`config.mk`:
```
export PLATFORM = sky130hd
export DESIGN_NAME = log_line_tokenizer
export DESIGN_NICKNAME = d
export VERILOG_FILES = /design/src/rtl/llt_pkg.sv /design/src/rtl/log_line_tokenizer.sv
export SDC_FILE = /design/constraint.sdc
export NUM_CORES = 1
export LEC_CHECK = 0
export ABC_AREA = 1
export BUFFER_PORTS_ARGS = -buffer_cell sky130_fd_sc_hd__buf_2
export CORE_MARGIN = 3
export CORE_UTILIZATION = 49
export DETAILED_ROUTE_END_ITERATION = 6
export PLACE_DENSITY = 0.68
export SYNTH_ARGS = -nofsm -noshare
export SYNTH_HDL_FRONTEND = slang
export SYNTH_SLANG_ARGS = --single-unit
```
`constraint.sdc`:
```
create_clock -name clk -period 12.1 [get_ports clk]
set_input_delay 1.815 -clock clk [delete_from_list [all_inputs] [get_ports clk]]
set_output_delay 1.815 -clock clk [all_outputs]
set_load 0.005 [all_outputs]
```
`src/rtl/llt_pkg.sv`:
```
`timescale 1ns / 1ps
// Shared types and constants for the log line tokenizer.
// No dependencies; imported by log_line_tokenizer.
package llt_pkg;

  localparam int DIVIDER_RUN   = 10;
  localparam int MAX_TOKEN_LEN = 4095;
  localparam int POSITION_BITS = 16;

  localparam int LEN_W    = 12;
  localparam int OFFSET_W = 16;
  localparam int KIND_W   = 3;

  localparam int FIFO_DEPTH = 4;
  localparam int PTR_W      = $clog2(FIFO_DEPTH);
  localparam int CNT_W      = $clog2(FIFO_DEPTH + 1);

  localparam logic [7:0] CHAR_END     = 8'h00;
  localparam logic [7:0] CHAR_SPACE   = 8'h20;
  localparam logic [7:0] CHAR_NEWLINE = 8'h0A;
  localparam logic [7:0] CHAR_COLON   = 8'h3A;
  localparam logic [7:0] CHAR_EQUALS  = 8'h3D;
  localparam logic [7:0] CHAR_ZERO    = 8'h30;
  localparam logic [7:0] CHAR_NINE    = 8'h39;

  typedef enum logic [1:0] {
    MODE_IDLE   = 2'd0,
    MODE_NUMBER = 2'd1,
    MODE_STRING = 2'd2,
    MODE_EQUALS = 2'd3
  } scan_mode_t;

  typedef enum logic [KIND_W-1:0] {
    KIND_SPACE   = 3'd0,
    KIND_NEWLINE = 3'd1,
    KIND_COLON   = 3'd2,
    KIND_DIVIDER = 3'd3,
    KIND_NUMBER  = 3'd4,
    KIND_STRING  = 3'd5,
    KIND_END     = 3'd6
  } token_kind_t;

  typedef struct packed {
    token_kind_t          kind;
    logic [OFFSET_W-1:0]  offset;
    logic [LEN_W-1:0]     length;
    logic                 last;
  } token_t;

endpackage

```
`src/rtl/log_line_tokenizer.sv`:
```
`timescale 1ns / 1ps
// Log line tokenizer: scans text bytes and emits space, newline, colon,
// divider, number, string and end tokens. Depends on llt_pkg.
//
//  Channel   Handshake                 Payload
//  -------   -----------------------   ---------------------------------------
//  char      char_valid / char_stall   char_code
//  token     token_valid / token_stall token_kind, token_offset, token_length,
//                                      last_of_run
//
// One byte is taken in every cycle unless char_stall is high. Its tokens (none,
// one or two) are worked out in the same cycle from the scan state and written
// into a four-entry output queue, so a token can be taken in the cycle after its
// byte at the earliest; the queue's read port delivers one token per cycle while
// token_stall is low. char_stall is raised while the queue has no room for two
// more tokens. rst is synchronous and clears the scan state and the queue.
module log_line_tokenizer import llt_pkg::*; (
  input  logic                clk,
  input  logic                rst,
  input  logic                char_valid,
  output logic                char_stall,
  input  logic [7:0]          char_code,
  output logic                token_valid,
  input  logic                token_stall,
  output logic [KIND_W-1:0]   token_kind,
  output logic [OFFSET_W-1:0] token_offset,
  output logic [LEN_W-1:0]    token_length,
  output logic                last_of_run
);

  // Scan state.
  scan_mode_t                 scan_mode, scan_mode_next;
  logic [LEN_W-1:0]           run_length, run_length_next;
  logic [POSITION_BITS-1:0]   token_start, token_start_next;
  logic [POSITION_BITS-1:0]   byte_position, byte_position_next;

  // Output queue.
  token_t                     fifo_mem [FIFO_DEPTH];
  logic [PTR_W-1:0]           wr_ptr, rd_ptr;
  logic [CNT_W-1:0]           count, count_next;

  logic                       accept, pop;
  logic [1:0]                 n_tok;
  token_t                     first_tok, second_tok;

  // Byte classes.
  logic is_end, is_space, is_newline, is_colon, is_equals, is_num, is_text;
  logic [LEN_W-1:0] grown;

  assign accept     = char_valid && !char_stall;
  assign pop        = token_valid && !token_stall;
  assign char_stall = count > CNT_W'(FIFO_DEPTH - 2);

  assign is_end     = char_code == CHAR_END;
  assign is_space   = char_code == CHAR_SPACE;
  assign is_newline = char_code == CHAR_NEWLINE;
  assign is_colon   = char_code == CHAR_COLON;
  assign is_equals  = char_code == CHAR_EQUALS;
  assign is_num     = (char_code >= CHAR_ZERO) && (char_code <= CHAR_NINE);
  assign is_text    = !is_end && !is_num && !is_space && !is_newline && !is_colon;

  // Length of the pending token after one more byte, held at the maximum.
  assign grown = (run_length < LEN_W'(MAX_TOKEN_LEN)) ? run_length + LEN_W'(1)
                                                      : run_length;

  always_comb begin
    logic        flush;      // the pending token ends at this byte
    token_kind_t flush_kind;
    logic        do_begin;   // the byte is then scanned as if nothing pended
    logic        own_vld;
    token_t      own_tok;
    token_t      pend_tok;

    flush            = 1'b0;
    flush_kind       = KIND_STRING;
    do_begin         = 1'b0;
    own_vld          = 1'b0;
    own_tok.kind     = KIND_END;
    own_tok.offset   = byte_position[OFFSET_W-1:0];
    own_tok.length   = '0;
    own_tok.last     = 1'b1;
    scan_mode_next   = scan_mode;
    run_length_next  = run_length;
    token_start_next = token_start;

    unique case (scan_mode)
      MODE_NUMBER: begin
        if (is_num) begin
          run_length_next = grown;
        end else begin
          flush      = 1'b1;
          flush_kind = KIND_NUMBER;
          do_begin   = 1'b1;
        end
      end
      MODE_EQUALS: begin
        if (is_equals) begin
          run_length_next = grown;
          // Exactly the divider length of '=' bytes closes a divider at once.
          if (grown == LEN_W'(DIVIDER_RUN)) begin
            own_vld         = 1'b1;
            own_tok.kind    = KIND_DIVIDER;
            own_tok.offset  = token_start[OFFSET_W-1:0];
            own_tok.length  = grown;
            scan_mode_next  = MODE_IDLE;
            run_length_next = '0;
          end
        end else if (is_text) begin
          scan_mode_next  = MODE_STRING;
          run_length_next = grown;
        end else begin
          flush      = 1'b1;
          flush_kind = KIND_STRING;
          do_begin   = 1'b1;
        end
      end
      MODE_STRING: begin
        if (is_text) begin
          run_length_next = grown;
        end else begin
          flush      = 1'b1;
          flush_kind = KIND_STRING;
          do_begin   = 1'b1;
        end
      end
      MODE_IDLE: begin
        do_begin = 1'b1;
      end
      default: begin
        do_begin = 1'b1;
      end
    endcase

    if (do_begin) begin
      scan_mode_next  = MODE_IDLE;
      run_length_next = '0;
      if (is_end) begin
        own_vld      = 1'b1;
        own_tok.kind = KIND_END;
      end else if (is_space || is_newline || is_colon) begin
        own_vld        = 1'b1;
        own_tok.length = LEN_W'(1);
        if (is_space)        own_tok.kind = KIND_SPACE;
        else if (is_newline) own_tok.kind = KIND_NEWLINE;
        else                 own_tok.kind = KIND_COLON;
      end else begin
        token_start_next = byte_position;
        run_length_next  = LEN_W'(1);
        if (is_num) begin
          scan_mode_next = MODE_NUMBER;
        end else if (is_equals) begin
          scan_mode_next = MODE_EQUALS;
          if (DIVIDER_RUN == 1) begin
            own_vld         = 1'b1;
            own_tok.kind    = KIND_DIVIDER;
            own_tok.length  = LEN_W'(1);
            scan_mode_next  = MODE_IDLE;
            run_length_next = '0;
          end
        end else begin
          scan_mode_next = MODE_STRING;
        end
      end
    end

    pend_tok.kind   = flush_kind;
    pend_tok.offset = token_start[OFFSET_W-1:0];
    pend_tok.length = run_length;
    pend_tok.last   = !own_vld;

    first_tok  = flush ? pend_tok : own_tok;
    second_tok = own_tok;
    n_tok      = {1'b0, flush} + {1'b0, own_vld};

    // A zero byte restarts the position count for the next text.
    byte_position_next = is_end ? '0 : byte_position + POSITION_BITS'(1);
  end

  always_comb begin
    count_next = count;
    if (accept) count_next = count_next + CNT_W'(n_tok);
    if (pop)    count_next = count_next - CNT_W'(1);
  end

  always_ff @(posedge clk) begin
    if (rst) begin
      scan_mode     <= MODE_IDLE;
      run_length    <= '0;
      token_start   <= '0;
      byte_position <= '0;
      wr_ptr        <= '0;
      rd_ptr        <= '0;
      count         <= '0;
    end else begin
      if (accept) begin
        scan_mode     <= scan_mode_next;
        run_length    <= run_length_next;
        token_start   <= token_start_next;
        byte_position <= byte_position_next;
        wr_ptr        <= wr_ptr + PTR_W'(n_tok);
      end
      if (pop) begin
        rd_ptr <= rd_ptr + PTR_W'(1);
      end
      count <= count_next;
    end
  end

  // Queue payload carries no reset.
  always_ff @(posedge clk) begin
    if (accept && (n_tok != 2'd0)) begin
      fifo_mem[wr_ptr] <= first_tok;
    end
    if (accept && (n_tok == 2'd2)) begin
      fifo_mem[wr_ptr + PTR_W'(1)] <= second_tok;
    end
  end

  assign token_valid  = count != '0;
  assign token_kind   = fifo_mem[rd_ptr].kind;
  assign token_offset = fifo_mem[rd_ptr].offset;
  assign token_length = fifo_mem[rd_ptr].length;
  assign last_of_run  = fifo_mem[rd_ptr].last;

endmodule

```
==> impl_metrics.ini <==
[setup_path]
worstPathCellList = buf_2 -> nor2_1 -> nand2_1 -> inv_1 -> nand2_1 -> nor3_2 -> nand3_4 -> nand2_2 -> inv_1 -> nand2_1 -> inv_1 -> ha_1 -> nor2_1 -> inv_1 -> nor3_2 -> buf_4 -> inv_1 -> nand2_1 -> buf_4 -> inv_1 -> nor3_1
crit_type = input pin to flop
ff2ff_setup_slack_ns = 6.67
slowest_stage = nor3_2
cp-end-kind = flop
path_depth = 21
crit_end = fifo_mem[2][30]
worst_r2r_endpoint = fifo_mem[2][30]
rr_worst_depth = 22
critPathLaunch = char_code[7]
critPathTopFamily = simple AND/OR/NAND/NOR gates
critPathMaxStageDelay_ns = 0.97
r2r-start = run_length[0]
cp_num_buf_inv = 9
cp-start-kind = input pin
crit_path_frequent_cell = inv_1
cp.required_ns = 12.37
critPathArrivalTime_ns = 6.59
critPathMaxFanout = 24

[placement]
finalWeightedCongestion = 0.9347
hpwl_um = 20680
port-buffer-count = 45

[logic_synthesis]
ys_top_cells_by_count = nand2_1, nand3_1, nor2_1
synth_edf_count = 124
synthFlopType = edfxtp_1
avgSynthCellArea_um2 = 7.807
ys_warn_count = 0
synthArstFlopShare = 0
yosysSeqAreaShare = 0.4825
synth.top_cell.area_share = 0.3663
synth.most_common_cell = nand2_1
synth_area_leaders = edfxtp_1, dfxtp_1, nand2_1
yosysTopAreaCell = edfxtp_1
syn_area_mm2 = 0.01016
synth_cell_types = 39
syn_inst = 1302
synth_nets = 1324
synth_seq_cells = 183

[clock_network]
cts_buffer_depth = 2
holdBufCountCts = 0
insertion_delay_ns = 0.44
htree_levels = 4
cts-resized-gates = 0
cts_buffers = 17
cts_tree = built
cts.sinks = 183
post_cts_buffers = 0
clk_pin_slew_ns = 0.07
cts_root_buf = clkbuf_16

[floorplan]
die_w_um = 150.0
std_cell_rows = 52
core-area_mm2 = 0.02030
chipHeight_um = 150.0
die_area_mm2 = 0.02251
ios = 46
start_util = 0.5007

[detailed_routing]
wirelength_um = 29050
drt-initial-drc-count = 1253
wire_per_inst_um = 18.13
drt-vias-per-instance = 5.733
drcViolationCount = 0
num_vias = 9184
first_pass_iters = 6
antenna_left = 0

[sta]
grt_setup_unrepaired = false
finalSetupTns_ns = 0
hold_viol = 0
maxSlewViolCount = 0
layout_min_cycle_time_ns = 6.318
max_freq_mhz = 158.3
clock_skew_ns = 0.01085
finalSetupViolations = 0
holdWs_ns = 0.4807
tightest_slew_ns = 1.236
maxSlewHeadroom = 0.1716
period_share = 0.5222

[global_route]
grt_pass1_vias = 8018
antenna_found_initial = 0
grt_max_degree = 66
grt_pass1_wl_um = 45660
overflow = 0
grt_usage = 0.2619

[finish]
drive_gt1_frac = 0.1119
diodes = 0
nets = 1342
area_delta_synth_final_pct = 10.56

[min_path]
hp-class = flop to flop

[power]
powerDensity_mw_per_mm2 = 141.9
ir_drop_mv = 0.09574
p_leak_nw = 4.567

[job]
drv_cap = 0

[run_status]
status = finished, final reports clean
-- sequential cells by signal, indices dropped and copies added (netlist names), named ones only --
signal / flops
fifo_mem: 128
byte_position: 16
token_start: 16
run_length: 12
count: 3
rd_ptr: 2
scan_mode: 2
wr_ptr: 2
-- power breakdown --
group | switching [mW] | internal, mW | total [mW]
Combinational | 0.192 | 0.0904 | 0.282
Clock | 0.256 | 0.351 | 0.607
Sequential | 0.0203 | 0.685 | 0.705
Total | 0.468 | 1.13 | 1.59
-- kinds of logic (layout without fill, tap and decap cells) --
logic type / Yosys count / after routing / synth area share
flops: 183 / 183 / 0.4825
buf+inv: 168 / 198 / 0.06561
fa+ha+maj: 10 / 10 / 0.01305
xor+xnor: 5 / 5 / 0.004308
compound gates: 220 / 220 / 0.1168
simple gates: 716 / 716 / 0.3177
-- metrics by stage --
step	worst slack (ns)	instances	cell area [um^2]	utilization	total power [mW]
global route	5.388	1602	11240	0.5536	1.664
global placement	5.618	1571	10610	0.5224	0.9971
floorplan	6.901	1302	10160	-	0.9034
CTS	5.856	1602	11240	0.5536	1.600
detailed placement	5.443	1571	10610	0.5224	1.000
finish	5.782	1602	11240	0.5536	1.594
-- cell usage in the layout, fill, tap and decap left out, drive strengths merged --
| cell type | netlist | layout |
|---|---|---|
| ha | 9 | 9 |
| buf | 16 | 61 |
| o21bai | 2 | 2 |
| nand3b | 1 | 1 |
| nand3 | 191 | 191 |
| xnor2 | 1 | 1 |
| nor2 | 169 | 169 |
| o22ai | 35 | 35 |
| nand4 | 26 | 26 |
| fa | 1 | 1 |
| a21boi | 3 | 3 |
| dfxtp | 59 | 59 |
| bufinv | 0 | 4 |
| edfxtp | 124 | 124 |
| inv | 104 | 111 |
| or2 | 1 | 1 |
| nor3 | 19 | 19 |
| nor3b | 1 | 1 |
| nand2 | 308 | 308 |
| a31oi | 2 | 2 |
| o21ai | 116 | 116 |
| clkbuf | 46 | 17 |
| xor2 | 4 | 4 |
| clkinv | 2 | 5 |
| o211ai | 5 | 5 |
| a21oi | 54 | 54 |
| o21a | 3 | 3 |
-- metal layers --
layer  vias to the layer above  share of wire  GRT usage
met5                         -              0          0
met4                         0         0.0081    0.04849
met3                        22          0.099    0.05270
met2                       444           0.41     0.3557
met1                      4245           0.48     0.4285
li1                       4473              -          -
-- final cells by class --
type,instances,area (um^2)
fill,1900,9061
timing repair buffer,61,345.3
clock buffer,17,425.4
multi-input combinational,951,4618
sequential,183,4906
inverter,106,397.9
tap,270,337.8
clock inverter,14,207.7
-- worst min-delay path by stage --
stage               from         to  depth (start not counted)
2_1_floorplan  rd_ptr[1]       flop                          2
3_3_place_gp   rd_ptr[0]  rd_ptr[0]                          1
3_5_place_dp   rd_ptr[0]  rd_ptr[0]                          1
4_1_cts        rd_ptr[0]  rd_ptr[0]                          1
5_1_grt        rd_ptr[0]  rd_ptr[0]                          1
6_report       rd_ptr[0]  rd_ptr[0]                          1
(Power assumes the default switching activity.)
